File: config.mk
export PLATFORM = sky130hd
export DESIGN_NAME = script_source_lexer
export DESIGN_NICKNAME = d
export VERILOG_FILES = /design/src/hw/rtl/ssl_pkg.sv /design/src/hw/rtl/script_source_lexer.sv /design/src/hw/rtl/ssl_kw.sv /design/src/hw/rtl/ssl_scan.sv /design/src/hw/rtl/ssl_tok_fifo.sv
export SDC_FILE = /design/constraint.sdc
export NUM_CORES = 1
export LEC_CHECK = 0
export BUFFER_PORTS_ARGS = -buffer_cell sky130_fd_sc_hd__buf_2
export CAP_MARGIN = 30
export CORE_MARGIN = 4
export CORE_UTILIZATION = 40
export CTS_BUF_LIST = sky130_fd_sc_hd__clkbuf_8
export CTS_CLUSTER_DIAMETER = 80
export CTS_CLUSTER_SIZE = 25
export DETAILED_ROUTE_END_ITERATION = 16
export GPL_TIMING_DRIVEN = 0
export PLACE_DENSITY = 0.62
export SLEW_MARGIN = 20
export SYNTH_ARGS = -nofsm -noshare
export SYNTH_HDL_FRONTEND = slang
export SYNTH_SLANG_ARGS = --single-unit
File: constraint.sdc
create_clock -name clk -period 19.4 [get_ports clk]
set_input_delay 1.94 -clock clk [delete_from_list [all_inputs] [get_ports clk]]
set_output_delay 1.94 -clock clk [all_outputs]
set_load 0.01 [all_outputs]
File: src/hw/rtl/ssl_pkg.sv
`timescale 1ns / 1ps
// ----------------------------------------------------------------------------
// ssl_pkg
// shared types, token codes, scan modes and keyword table for the lexer
// ----------------------------------------------------------------------------
package ssl_pkg;

	localparam int MAX_SOURCE_BYTES_DEF = 65536;
	localparam logic [15:0] FIRST_LINE_RST = 16'd1;

	// token kinds
	localparam logic [5:0] K_LPAREN  = 6'd0;
	localparam logic [5:0] K_RPAREN  = 6'd1;
	localparam logic [5:0] K_LBRACE  = 6'd2;
	localparam logic [5:0] K_RBRACE  = 6'd3;
	localparam logic [5:0] K_COMMA   = 6'd4;
	localparam logic [5:0] K_DOT     = 6'd5;
	localparam logic [5:0] K_MINUS   = 6'd6;
	localparam logic [5:0] K_PLUS    = 6'd7;
	localparam logic [5:0] K_SEMI    = 6'd8;
	localparam logic [5:0] K_SLASH   = 6'd9;
	localparam logic [5:0] K_STAR    = 6'd10;
	localparam logic [5:0] K_BANG    = 6'd11;
	localparam logic [5:0] K_EQUAL   = 6'd13;
	localparam logic [5:0] K_GREATER = 6'd15;
	localparam logic [5:0] K_LESS    = 6'd17;
	localparam logic [5:0] K_IDENT   = 6'd19;
	localparam logic [5:0] K_STRING  = 6'd20;
	localparam logic [5:0] K_NUMBER  = 6'd21;
	localparam logic [5:0] K_KEY0    = 6'd22;
	localparam logic [5:0] K_BAD     = 6'd38;
	localparam logic [5:0] K_UNTERM  = 6'd39;

	// scan modes
	localparam logic [3:0] M_IDLE    = 4'd0;
	localparam logic [3:0] M_BANG    = 4'd1;
	localparam logic [3:0] M_EQ      = 4'd2;
	localparam logic [3:0] M_LT      = 4'd3;
	localparam logic [3:0] M_GT      = 4'd4;
	localparam logic [3:0] M_SLASH   = 4'd5;
	localparam logic [3:0] M_COMMENT = 4'd6;
	localparam logic [3:0] M_STRING  = 4'd7;
	localparam logic [3:0] M_IDENT   = 4'd8;
	localparam logic [3:0] M_INT     = 4'd9;
	localparam logic [3:0] M_FRAC    = 4'd10;

	localparam int PFX_DEPTH = 6;
	localparam int KW_COUNT  = 16;

	// reserved words, byte-reversed so that char 0 sits in the low byte
	localparam logic [47:0] KW_TEXT [KW_COUNT] = '{
		48'("dna"), 48'("ssalc"), 48'("esle"), 48'("eslaf"),
		48'("rof"), 48'("nuf"), 48'("fi"), 48'("lin"), 48'("ro"),
		48'("tnirp"), 48'("nruter"), 48'("repus"),
		48'("siht"), 48'("eurt"), 48'("rav"), 48'("elihw")
	};
	localparam logic [2:0] KW_LEN [KW_COUNT] = '{
		3'd3, 3'd5, 3'd4, 3'd5, 3'd3, 3'd3, 3'd2, 3'd3,
		3'd2, 3'd5, 3'd6, 3'd5, 3'd4, 3'd4, 3'd3, 3'd5
	};

	typedef struct packed {
		logic [5:0]  kind;
		logic [15:0] start;
		logic [15:0] len;
		logic [15:0] line;
	} token_t;

	// tokens caused by one byte: a is always present, b when has_b
	typedef struct packed {
		logic   has_b;
		token_t a;
		token_t b;
	} pair_t;

	typedef struct packed {
		logic  valid;
		pair_t pair;
	} push_t;

	// lexeme length from start to end offset, at least 1, saturating
	function automatic logic [15:0] tok_len(input logic [15:0] ts, input logic [17:0] end_p);
		logic [17:0] d;
		d = end_p - {2'b00, ts};
		if (end_p <= {2'b00, ts})
			return 16'd1;
		else if (d > 18'd65535)
			return 16'hFFFF;
		else
			return d[15:0];
	endfunction

endpackage

File: src/hw/rtl/script_source_lexer.sv
`timescale 1ns / 1ps
// ----------------------------------------------------------------------------
// script_source_lexer
// streaming tokenizer: source bytes in, tokens (kind, offset, length, line) out
// ----------------------------------------------------------------------------
// a token is registered in the pair queue before it is offered on m_axis
// throughput: one byte per cycle while tokens are taken; a byte that causes
//   two tokens sends them one after the other through the single token port
// a two-entry queue of token pairs sits between scan logic and output
// reset: arst_n clears scan state, queue and first_line (to 1) at once
// ----------------------------------------------------------------------------
module script_source_lexer #(
	parameter int MAX_SOURCE_BYTES = ssl_pkg::MAX_SOURCE_BYTES_DEF
) (
	input  logic        clk,
	input  logic        arst_n,
	// source bytes
	input  logic        s_axis_tvalid,
	output logic        s_axis_tready,
	input  logic [7:0]  s_axis_tdata,   // ch
	input  logic        s_axis_tlast,   // last_byte
	// tokens
	output logic        m_axis_tvalid,
	input  logic        m_axis_tready,
	output logic [47:0] m_axis_tdata,   // start_pos, token_len, line_num
	output logic [5:0]  m_axis_tuser,   // token_kind
	output logic        m_axis_tlast,   // last_of_run
	// first_line register
	input  logic        cfg_valid,
	output logic        cfg_ready,
	input  logic [15:0] cfg_data
);

	logic            room;
	logic            acc;
	logic [15:0]     first_line_q;
	ssl_pkg::push_t  push;
	ssl_pkg::token_t tok;

	// a byte is taken only when both possible tokens fit in the queue
	assign s_axis_tready = room;
	assign acc           = s_axis_tvalid && s_axis_tready;

	// config is always writable; it only matters at the end of a source
	assign cfg_ready = 1'b1;

	always_ff @(posedge clk or negedge arst_n) begin
		if (!arst_n)
			first_line_q <= ssl_pkg::FIRST_LINE_RST;
		else if (cfg_valid)
			first_line_q <= cfg_data;
	end

	// scan state, prefix buffer and token building
	ssl_scan #(
		.MAX_SOURCE_BYTES (MAX_SOURCE_BYTES)
	) u_scan (
		.clk        (clk),
		.arst_n     (arst_n),
		.acc        (acc),
		.ch         (s_axis_tdata),
		.last_byte  (s_axis_tlast),
		.first_line (first_line_q),
		.push       (push)
	);

	// token queue; the second token of a pair follows on the next handshake
	ssl_tok_fifo u_fifo (
		.clk       (clk),
		.arst_n    (arst_n),
		.push      (push),
		.room      (room),
		.out_valid (m_axis_tvalid),
		.out_ready (m_axis_tready),
		.out_tok   (tok),
		.out_last  (m_axis_tlast)
	);

	assign m_axis_tdata = {tok.line, tok.len, tok.start};
	assign m_axis_tuser = tok.kind;

endmodule

File: src/hw/rtl/ssl_kw.sv
`timescale 1ns / 1ps
// ----------------------------------------------------------------------------
// ssl_kw
// reserved word match on the identifier prefix buffer
// ----------------------------------------------------------------------------
module ssl_kw (
	input  logic [5:0][7:0] pfx,
	input  logic [2:0]      plen,
	output logic [5:0]      kind
);

	always_comb begin
		logic hit;
		logic found;
		found = 1'b0;
		kind  = ssl_pkg::K_IDENT;
		for (int k = 0; k < ssl_pkg::KW_COUNT; k++) begin
			hit = (ssl_pkg::KW_LEN[k] == plen);
			for (int i = 0; i < ssl_pkg::PFX_DEPTH; i++) begin
				if ((3'(i) < plen) && (pfx[i] != ssl_pkg::KW_TEXT[k][8*i +: 8]))
					hit = 1'b0;
			end
			if (hit && !found) begin
				kind  = 6'(ssl_pkg::K_KEY0 + 6'(k));
				found = 1'b1;
			end
		end
	end

endmodule

File: src/hw/rtl/ssl_scan.sv
`timescale 1ns / 1ps
// ----------------------------------------------------------------------------
// ssl_scan
// scan state and single-pass token generation for one source byte
// ----------------------------------------------------------------------------
module ssl_scan #(
	parameter int MAX_SOURCE_BYTES = ssl_pkg::MAX_SOURCE_BYTES_DEF
) (
	input  logic            clk,
	input  logic            arst_n,
	input  logic            acc,
	input  logic [7:0]      ch,
	input  logic            last_byte,
	input  logic [15:0]     first_line,
	output ssl_pkg::push_t  push
);

	localparam logic [16:0] POS_CAP = (MAX_SOURCE_BYTES < 131071) ?
		17'(MAX_SOURCE_BYTES) : 17'd131071;

	localparam logic [7:0] C_LPAREN = 8'h28;
	localparam logic [7:0] C_RPAREN = 8'h29;
	localparam logic [7:0] C_LBRACE = 8'h7B;
	localparam logic [7:0] C_RBRACE = 8'h7D;
	localparam logic [7:0] C_COMMA  = 8'h2C;
	localparam logic [7:0] C_DOT    = 8'h2E;
	localparam logic [7:0] C_MINUS  = 8'h2D;
	localparam logic [7:0] C_PLUS   = 8'h2B;
	localparam logic [7:0] C_SEMI   = 8'h3B;
	localparam logic [7:0] C_STAR   = 8'h2A;
	localparam logic [7:0] C_BANG   = 8'h21;
	localparam logic [7:0] C_EQ     = 8'h3D;
	localparam logic [7:0] C_LT     = 8'h3C;
	localparam logic [7:0] C_GT     = 8'h3E;
	localparam logic [7:0] C_SLASH  = 8'h2F;
	localparam logic [7:0] C_QUOTE  = 8'h22;
	localparam logic [7:0] C_NL     = 8'h0A;
	localparam logic [7:0] C_CR     = 8'h0D;
	localparam logic [7:0] C_SPACE  = 8'h20;
	localparam logic [7:0] C_TAB    = 8'h09;

	logic [3:0]      mode_q;
	logic [15:0]     tstart_q;
	logic [16:0]     pos_q;
	logic [15:0]     line_q;
	logic [5:0][7:0] pfx_q;
	logic [2:0]      plen_q;

	logic [5:0][7:0] pfx_n;
	logic [2:0]      plen_n;
	logic [5:0]      kw_kind;

	logic            is_alpha;
	logic            is_digit;
	logic [17:0]     pos_p1;
	logic [15:0]     pos_sat;

	logic            a_v;
	logic [5:0]      a_kind;
	logic [17:0]     a_end;
	logic            b_v;
	logic [5:0]      b_kind;
	logic [3:0]      mode2;
	logic [15:0]     ts2;
	logic [15:0]     line2;

	assign is_alpha = ((ch >= 8'h61) && (ch <= 8'h7A)) || ((ch >= 8'h41) && (ch <= 8'h5A));
	assign is_digit = (ch >= 8'h30) && (ch <= 8'h39);
	assign pos_p1   = {1'b0, pos_q} + 18'd1;
	assign pos_sat  = (pos_q > 17'd65535) ? 16'hFFFF : pos_q[15:0];

	// prefix buffer update: continue an identifier or begin a new one
	always_comb begin
		pfx_n  = pfx_q;
		plen_n = plen_q;
		if (is_alpha) begin
			if (mode_q == ssl_pkg::M_IDENT) begin
				if (plen_q < 3'd6)
					pfx_n[plen_q] = ch;
				if (plen_q < 3'd7)
					plen_n = plen_q + 3'd1;
			end else if (mode_q != ssl_pkg::M_COMMENT && mode_q != ssl_pkg::M_STRING) begin
				pfx_n[0] = ch;
				plen_n   = 3'd1;
			end
		end
	end

	ssl_kw u_kw (
		.pfx  (pfx_n),
		.plen (plen_n),
		.kind (kw_kind)
	);

	always_comb begin
		logic       rescan;
		logic [3:0] mode1;
		logic [5:0] op;
		rescan = 1'b0;
		mode1  = mode_q;
		a_v    = 1'b0;
		a_kind = ssl_pkg::K_BAD;
		a_end  = pos_p1;
		b_v    = 1'b0;
		b_kind = ssl_pkg::K_BAD;
		ts2    = tstart_q;
		line2  = line_q;

		unique case (mode_q)
			ssl_pkg::M_BANG:  op = ssl_pkg::K_BANG;
			ssl_pkg::M_EQ:    op = ssl_pkg::K_EQUAL;
			ssl_pkg::M_LT:    op = ssl_pkg::K_LESS;
			default:          op = ssl_pkg::K_GREATER;
		endcase

		// terminate or continue the pending token
		unique case (mode_q)
			ssl_pkg::M_BANG, ssl_pkg::M_EQ, ssl_pkg::M_LT, ssl_pkg::M_GT: begin
				a_v   = 1'b1;
				mode1 = ssl_pkg::M_IDLE;
				if (ch == C_EQ) begin
					a_kind = op + 6'd1;
				end else begin
					a_kind = op;
					a_end  = {1'b0, pos_q};
					rescan = 1'b1;
				end
			end
			ssl_pkg::M_SLASH: begin
				if (ch == C_SLASH) begin
					mode1 = ssl_pkg::M_COMMENT;
				end else begin
					a_v    = 1'b1;
					a_kind = ssl_pkg::K_SLASH;
					a_end  = {1'b0, pos_q};
					mode1  = ssl_pkg::M_IDLE;
					rescan = 1'b1;
				end
			end
			ssl_pkg::M_COMMENT: begin
				if (ch == C_NL) begin
					mode1  = ssl_pkg::M_IDLE;
					rescan = 1'b1;
				end
			end
			ssl_pkg::M_STRING: begin
				if (ch == C_QUOTE) begin
					a_v    = 1'b1;
					a_kind = ssl_pkg::K_STRING;
					mode1  = ssl_pkg::M_IDLE;
				end
			end
			ssl_pkg::M_IDENT: begin
				if (!is_alpha) begin
					a_v    = 1'b1;
					a_kind = kw_kind;
					a_end  = {1'b0, pos_q};
					mode1  = ssl_pkg::M_IDLE;
					rescan = 1'b1;
				end
			end
			ssl_pkg::M_INT: begin
				if (ch == C_DOT) begin
					mode1 = ssl_pkg::M_FRAC;
				end else if (!is_digit) begin
					a_v    = 1'b1;
					a_kind = ssl_pkg::K_NUMBER;
					a_end  = {1'b0, pos_q};
					mode1  = ssl_pkg::M_IDLE;
					rescan = 1'b1;
				end
			end
			ssl_pkg::M_FRAC: begin
				if (!is_digit) begin
					a_v    = 1'b1;
					a_kind = ssl_pkg::K_NUMBER;
					a_end  = {1'b0, pos_q};
					mode1  = ssl_pkg::M_IDLE;
					rescan = 1'b1;
				end
			end
			default: begin
				mode1  = ssl_pkg::M_IDLE;
				rescan = 1'b1;
			end
		endcase

		// scan the byte again from idle
		mode2 = mode1;
		if (rescan) begin
			unique case (ch)
				C_LPAREN: begin b_v = 1'b1; b_kind = ssl_pkg::K_LPAREN; end
				C_RPAREN: begin b_v = 1'b1; b_kind = ssl_pkg::K_RPAREN; end
				C_LBRACE: begin b_v = 1'b1; b_kind = ssl_pkg::K_LBRACE; end
				C_RBRACE: begin b_v = 1'b1; b_kind = ssl_pkg::K_RBRACE; end
				C_COMMA:  begin b_v = 1'b1; b_kind = ssl_pkg::K_COMMA; end
				C_DOT:    begin b_v = 1'b1; b_kind = ssl_pkg::K_DOT; end
				C_MINUS:  begin b_v = 1'b1; b_kind = ssl_pkg::K_MINUS; end
				C_PLUS:   begin b_v = 1'b1; b_kind = ssl_pkg::K_PLUS; end
				C_SEMI:   begin b_v = 1'b1; b_kind = ssl_pkg::K_SEMI; end
				C_STAR:   begin b_v = 1'b1; b_kind = ssl_pkg::K_STAR; end
				C_BANG:   begin ts2 = pos_sat; mode2 = ssl_pkg::M_BANG; end
				C_EQ:     begin ts2 = pos_sat; mode2 = ssl_pkg::M_EQ; end
				C_LT:     begin ts2 = pos_sat; mode2 = ssl_pkg::M_LT; end
				C_GT:     begin ts2 = pos_sat; mode2 = ssl_pkg::M_GT; end
				C_SLASH:  begin ts2 = pos_sat; mode2 = ssl_pkg::M_SLASH; end
				C_QUOTE:  begin ts2 = pos_sat; mode2 = ssl_pkg::M_STRING; end
				C_NL: begin
					if (line_q != 16'hFFFF)
						line2 = line_q + 16'd1;
				end
				C_CR, C_SPACE, C_TAB: begin
				end
				default: begin
					if (is_digit) begin
						ts2   = pos_sat;
						mode2 = ssl_pkg::M_INT;
					end else if (is_alpha) begin
						ts2   = pos_sat;
						mode2 = ssl_pkg::M_IDENT;
					end else begin
						b_v    = 1'b1;
						b_kind = ssl_pkg::K_BAD;
					end
				end
			endcase
			if (b_v)
				ts2 = pos_sat;
		end

		// end of source flushes the pending token
		if (last_byte) begin
			unique case (mode2)
				ssl_pkg::M_BANG:    begin b_v = 1'b1; b_kind = ssl_pkg::K_BANG; end
				ssl_pkg::M_EQ:      begin b_v = 1'b1; b_kind = ssl_pkg::K_EQUAL; end
				ssl_pkg::M_LT:      begin b_v = 1'b1; b_kind = ssl_pkg::K_LESS; end
				ssl_pkg::M_GT:      begin b_v = 1'b1; b_kind = ssl_pkg::K_GREATER; end
				ssl_pkg::M_SLASH:   begin b_v = 1'b1; b_kind = ssl_pkg::K_SLASH; end
				ssl_pkg::M_STRING:  begin b_v = 1'b1; b_kind = ssl_pkg::K_UNTERM; end
				ssl_pkg::M_IDENT:   begin b_v = 1'b1; b_kind = kw_kind; end
				ssl_pkg::M_INT, ssl_pkg::M_FRAC: begin
					b_v    = 1'b1;
					b_kind = ssl_pkg::K_NUMBER;
				end
				default: begin
				end
			endcase
		end
	end

	always_comb begin
		ssl_pkg::token_t ta;
		ssl_pkg::token_t tb;
		ta.kind  = a_kind;
		ta.start = tstart_q;
		ta.len   = ssl_pkg::tok_len(tstart_q, a_end);
		ta.line  = line_q;
		tb.kind  = b_kind;
		tb.start = ts2;
		tb.len   = ssl_pkg::tok_len(ts2, pos_p1);
		tb.line  = line_q;
		push.valid = acc && (a_v || b_v);
		if (a_v) begin
			push.pair.a     = ta;
			push.pair.b     = tb;
			push.pair.has_b = b_v;
		end else begin
			push.pair.a     = tb;
			push.pair.b     = tb;
			push.pair.has_b = 1'b0;
		end
	end

	always_ff @(posedge clk or negedge arst_n) begin
		if (!arst_n) begin
			mode_q   <= ssl_pkg::M_IDLE;
			tstart_q <= 16'd0;
			pos_q    <= 17'd0;
			line_q   <= ssl_pkg::FIRST_LINE_RST;
			plen_q   <= 3'd0;
		end else if (acc) begin
			if (last_byte) begin
				mode_q   <= ssl_pkg::M_IDLE;
				tstart_q <= 16'd0;
				pos_q    <= 17'd0;
				line_q   <= first_line;
				plen_q   <= 3'd0;
			end else begin
				mode_q   <= mode2;
				tstart_q <= ts2;
				line_q   <= line2;
				plen_q   <= plen_n;
				if (pos_q < POS_CAP)
					pos_q <= pos_q + 17'd1;
			end
		end
	end

	always_ff @(posedge clk) begin
		if (acc)
			pfx_q <= pfx_n;
	end

endmodule

File: src/hw/rtl/ssl_tok_fifo.sv
`timescale 1ns / 1ps
// ----------------------------------------------------------------------------
// ssl_tok_fifo
// two-entry queue of token pairs, drained one token per handshake
// ----------------------------------------------------------------------------
module ssl_tok_fifo (
	input  logic            clk,
	input  logic            arst_n,
	input  ssl_pkg::push_t  push,
	output logic            room,
	output logic            out_valid,
	input  logic            out_ready,
	output ssl_pkg::token_t out_tok,
	output logic            out_last
);

	ssl_pkg::pair_t mem_q [2];
	logic           wr_q;
	logic           rd_q;
	logic [1:0]     cnt_q;
	logic           sel_q;
	ssl_pkg::pair_t cur;
	logic           take;
	logic           pop;

	assign room      = (cnt_q != 2'd2);
	assign out_valid = (cnt_q != 2'd0);
	assign cur       = mem_q[rd_q];
	assign out_tok   = sel_q ? cur.b : cur.a;
	assign out_last  = !cur.has_b || sel_q;
	assign take      = out_valid && out_ready;
	assign pop       = take && out_last;

	always_ff @(posedge clk or negedge arst_n) begin
		if (!arst_n) begin
			wr_q  <= 1'b0;
			rd_q  <= 1'b0;
			cnt_q <= 2'd0;
			sel_q <= 1'b0;
		end else begin
			if (push.valid)
				wr_q <= !wr_q;
			if (pop)
				rd_q <= !rd_q;
			if (take)
				sel_q <= !out_last;
			cnt_q <= cnt_q + {1'b0, push.valid} - {1'b0, pop};
		end
	end

	always_ff @(posedge clk) begin
		if (push.valid)
			mem_q[wr_q] <= push.pair;
	end

endmodule

==> Word-level counts from Yosys, hierarchy flattened <==
Memory sizes are Yosys's and may differ from the RTL's.
Cells that the tools add are included.
{ "word_totals": {"reg_bits": 125, "mem_bits_rw": 218, "output_inout_bits": 58, "wordCells": 454, "n_memories": 1} }
{ "mem_list": {"columns": ["memory", "words", "width", "rd", "rd_ports_with_merged_regs", "write_ports", "line", "text"], "rows": [
  ["u_fifo.mem_q", 2, 109, 1, 0, 1, "ssl_tok_fifo.sv:17", "ssl_pkg::pair_t mem_q [2];"]
]} }
{ "classes": {"n_addsub": 9, "magnitude_cmp": 22, "n_eq_ne": 91, "n_mux": 204, "reduce_logical": 111} }
{ "op_table": {"columns": ["cell", "n"], "rows": [
  ["$ne 8x7->1 const B", 43],
  ["$mux 16", 14],
  ["$mux 6", 23],
  ["$mux 1", 123],
  ["$eq 8x6->1 const B", 15],
  ["$mux 109", 1],
  ["$mux 48", 2],
  ["$mux 18", 5],
  ["$pmux 18 s5", 1],
  ["$logic_and 1x1->1", 71],
  ["$pmux 6 s10", 1],
  ["$mux 54", 1],
  ["$bwmux 48", 1],
  ["$pmux 6 s8", 1],
  ["$mux 40", 1],
  ["$gt 18x16->1 const B", 2],
  ["$le 18x16->1", 2],
  ["$mux 4", 9],
  ["$pmux 6 s6", 1],
  ["$sub 18x16->18", 2],
  ["$mux 17", 2],
  ["$pmux 16 s2", 1],
  ["$reduce_bool 8->1", 4],
  ["$eq 4x3->1 const B", 7],
  ["49 further kinds", 104]
]} }

==> Depth between registers and ports, before layout <==
{ "logic_depth": {"ltp_word": 65, "mapped_depth": 28, "ltp_nobuf": 26} }

==> Modules after synthesis <==
A second synthesis with hierarchy kept.
{ "hier_totals": {"cells_unflattened": 1683, "area_unflattened_um2": 19367.3} }
{ "modules_own_cells": {"columns": ["mod", "n_inst", "cells_per_inst", "area_each_um2"], "rows": [
  ["ssl_scan", 1, 1182, 9541.7],
  ["ssl_tok_fifo", 1, 310, 8119.0],
  ["ssl_kw", 1, 154, 1038.5],
  ["script_source_lexer", 1, 37, 668.1]
]} }

==> Worst setup path after synthesis <==
No wires, ideal clock.
{ "synth_path": {"kind": "input port to flip-flop", "startpoint": "input s_axis_tdata[4]", "endpoint": "memory u_fifo.mem_q[0][100] (netlist name) (enable)", "setup_time_ns": 0.545, "arrival_ns": 8.326, "t_required_ns": 18.855, "path_slack_ns": 10.529, "stages": 11, "n_path_buf": 1, "cell_sequence": "or4b_1 or4_1 o211ai_2 and4_1 o22ai_1 and2_1 buf_2 xnor2_1 o21ai_0 a31o_2 nor2_1"} }
{ "synth_between": {"elab_chain_cells": 17, "elab_cells_between_ends": 73} }
{ "synth_lines": {"columns": ["element", "line", "text"], "rows": [
  ["start, declared", "script_source_lexer.sv:20", "input logic [7:0] s_axis_tdata,"],
  ["$ge 8x6->1, or another cell as far along", "ssl_scan.sv:68", "assign is_digit = (ch >= 8'h30) && (ch <= 8'h39);"],
  ["$logic_and 1x1->1 (on tied branches)", "ssl_scan.sv:68, ssl_scan.sv:67", null],
  ["$mux 4 or $logic_or 1x1->1 (tied branches)", "ssl_scan.sv:165, ssl_scan.sv:174, ssl_scan.sv:67", null],
  ["$mux 4 (on tied branches)", "ssl_scan.sv:163, ssl_scan.sv:154", null],
  ["$pmux 4 s6", "ssl_scan.sv:117", "unique case (mode_q)"],
  ["$mux 4", "ssl_scan.sv:218", "end else if (is_alpha) begin"],
  ["$mux 4", "ssl_scan.sv:215", "if (is_digit) begin"],
  ["$pmux 4 s7", "ssl_scan.sv:191", "unique case (ch)"],
  ["$mux 4", "ssl_scan.sv:190", "if (rescan) begin"],
  ["$eq 4x1->1, or another cell as far along", "ssl_scan.sv:233", "unique case (mode2)"],
  ["$reduce_or 9->1 (no source line)", null, null],
  ["$mux 1", "ssl_scan.sv:233", null],
  ["$mux 1", "ssl_scan.sv:232", "if (last_byte) begin"],
  ["$logic_or 1x1->1 (*)", "ssl_scan.sv:262", "push.valid = acc && (a_v || b_v);"],
  ["$logic_and 1x1->1 (*)", "ssl_scan.sv:262", null],
  ["$mux 1 (*)", "ssl_tok_fifo.sv:52", "if (push.valid)"],
  ["$mux 1 (not written as such) (*)", "ssl_tok_fifo.sv:53", "mem_q[wr_q] <= push.pair;"],
  ["end, declared", "ssl_tok_fifo.sv:17", null]
]} }
Every way passes the cells marked *; elsewhere a longest branch is shown, timed or not. The select of a mux whose other input is x is not followed.

==> metrics.yaml <==
postCtsSetupBuffers: 0
postCtsHoldBufs: 0
p_total_mw: 2.72
min_period_ns: 9.12
min_from: "u_fifo.cnt_q[1]$_DFF_PN0_"
initial_utilization_pct: 40.6
worst_pin_slew_ns: 0.988
r2r-start: "u_scan.mode_q[1]$_DFFE_PN0P_"
antenna_found_initial: 1
htree_num_levels: 1
cp_top_family: "compound AO/OA/AOI/OAI gates"
relSlewSlack_pct: 33.5
die_h_um: 223
met1_usage_pct: 31.0
synth_top_cell_by_area: "edfxtp_1"
syn_area_um2: 18500
start_kind: "primary input"
status: "finished, final reports clean"
dp_hpwl_um: 42700
root_buffer: "clkbuf_8"
r2r_end: "u_fifo.mem_q[0][84]$_DFFE_PP_"
first_global_vias: 14600
cp_num_buf_inv: 5
multi_input_area_um2: 8860
ant_nets: 0
fin_util_pct: 44.9
place_area_um2: 19900
final_max_slew_viol_count: 0
layout.nets: 1982
grt_overflow: 0
r2r_slack_ns: 11.06
drive_above_1_share_pct: 14.2
remaining_drc_errors: 0
cts_resized: 0
syn_inst: 1791
port_buffers: 84
use_met2_pct: 35.6
totalWireLength_um: 55900
async_reset_ff_share_pct: 24.8
path_cells: "buf_2 -> clkbuf_1 -> nor4_1 -> and3_1 -> a32oi_1 -> and4_1 -> a311oi_2 -> clkbuf_1 -> o21ai_0 -> inv_1 -> ha_1 -> inv_1 -> fa_1 -> a21o_1 -> a21oi_1 -> nor2b_1 -> o21a_1 -> o41a_1 -> a221o_1 -> nor3b_1 -> a31oi_1 -> a2111oi_1 -> o22ai_1"
clkLatencyLatePin_ns: 0.64
max_stage_delay_ns: 1.01
synth.most_common_cell: "edfxtp_1"
synth_common_cells: "edfxtp_1, nand2_1, nor2_1"
rr_worst_depth: 26
num_io_pins: 88
leakagePower_nw: 7.48
placement_rows: 78
rsz0062_at_grt: "false"
crit_path_max_fanout: 10
place_congestion: 1.00
grt.total_usage_pct: 21.9
cp_slowest_cell: "a2111oi_1"
coreArea_um2: 45500
required_ns: 19.73
finalSetupViolations: 0
criticalPathCategory: "primary input to register"
yosys.area_share.simple_pct: 18.4
diodes: 0
grt_max_degree: 49
crit_arrival_ns: 9.45
whs_path_depth: 1
synth-compound-area-share_pct: 15.2
drtPass1Iterations: 7
grt_pass1_wl_um: 86900
wl_per_cell_um: 22.1
max_freq_mhz: 110
synth_edf_count: 234
yosysTopAreaCellShare_pct: 38.0
clock_sinks: 311
stdcell_area_um2: 20400
synthAdderAreaFrac_pct: 2.86
synth_top_family_by_area: "simple AND/OR/NAND/NOR gates"
hold_class: "register to register"
ys.flop_type: "edfxtp_1"
postSynthNetCount: 1862
cts_buffers: 21
synthToLayoutAreaGrowth_pct: 10.5
vdd_drop_max_uv: 76.9
synth-xor-area-share_pct: 2.27
holdPathEnd: "u_fifo.cnt_q[1]$_DFF_PN0_"
vias: 15100
cap_viol_max_count: 0
dieArea_um2: 49700
setup_tns_ns: 0
yosys_warnings: 0
syn_avg_cell_area_um2: 10.3
drt_iter0_drc: 1521
n_fill_cell: 4363
cts_tree: "done"
busiest_layer: "met2"
seq_area_um2: 8960
ys_ff_latch: 311
die_x_um: 223
min_period_over_period_pct: 47.0
end_kind: "register"
use_met3_pct: 2.30
synth_cell_type_count: 105
clock_skew_ns: 0.0462
powerDensity_nw_per_um2: 133
netlist_top_cells_area: "edfxtp_1, dfrtp_1, mux4_2, nand2_1, o21ai_0"
cts.clk_slew.worst_paths_ns: 0.14
synth_seq_area_share_pct: 48.5
synth_mux_area_share_pct: 8.98
clock_path_buffers: 3
hold_viol: 0
viasPerCell: 5.98
## layer usage
layer  up-vias  part of all wire, %
li1       7021                    -
met1      7437                   44
met2       548                   47
met3       105                  5.2
met4         0                  3.5
met5         -                    0
## final cells by class
cell class                 count  area share, %
sequential                   311           43.9
multi-input combinational   1303           43.4
tap                          600           3.68
timing repair buffer          97           3.14
buffer                       109           2.17
clock buffer                  21           1.42
inverter                      68           1.25
clock inverter                16           1.08
## report_power, final
group	switching (mW)	internal, mW	total, mW
sequential	0.0864	0.972	1.06
combinational	0.772	0.507	1.28
clock	0.248	0.134	0.382
## registers in the layout, summed over array words and instances (netlist names), 2 cells and up
signal,count
first_line_q,16
u_fifo.cnt_q,2
u_fifo.mem_q,186
u_scan.line_q,16
u_scan.mode_q,4
u_scan.pfx_q,48
u_scan.plen_q,3
u_scan.pos_q,17
u_scan.tstart_q,16
## per-stage QoR
| step | hold WS (ns) | worst slack, ns | std cells |
|---|---|---|---|
| after detailed placement | 0.485 | 9.84 | 2484 |
| after CTS | 0.508 | 10.46 | 2521 |
| final | 0.506 | 10.28 | 2525 |
| after floorplan | 0.460 | 10.53 | 1791 |
| after global placement | 0.479 | 7.21 | 2475 |
| after global routing | 0.525 | 10.12 | 2525 |
## cells in the final DEF, fill, tap and decap left out, drive strengths merged, types with 26 or more instances in the layout
cell,instances
a21oi,72
and3,26
buf,117
clkbuf,110
dfrtp,75
edfxtp,234
ha,39
inv,76
mux2,51
mux4,38
nand2,191
nand3,73
nand4,32
nor2,154
nor3,34
nor4,27
o21ai,137
o22ai,52
xnor2,34
## worst max-delay path by stage
| stage | start | endpoint | cells past startpoint |
|---|---|---|---|
| 2_1_floorplan | s_axis_tdata[4] | u_fifo.mem_q[0][100]$_DFFE_PP_ | 11 |
| 3_3_place_gp | s_axis_tdata[5] | u_fifo.mem_q[0][47]$_DFFE_PP_ | 10 |
| 3_5_place_dp | s_axis_tdata[5] | u_fifo.mem_q[1][84]$_DFFE_PP_ | 23 |
| 4_1_cts | s_axis_tdata[5] | u_fifo.mem_q[0][84]$_DFFE_PP_ | 23 |
| 5_1_grt | s_axis_tdata[5] | u_fifo.mem_q[1][80]$_DFFE_PP_ | 23 |
| 6_report | s_axis_tdata[5] | u_fifo.mem_q[0][84]$_DFFE_PP_ | 23 |
## cell families (layout without fill, tap and decap cells)
family | after synthesis | after routing
buf+inv | 177 | 311
flops | 311 | 311
mux | 112 | 112
compound gates | 432 | 432
fa+ha+maj | 41 | 41
xor+xnor | 48 | 48
other cells | 1 | 1
simple gates | 669 | 669
Note: power is estimated with default switching activity, not from simulation.
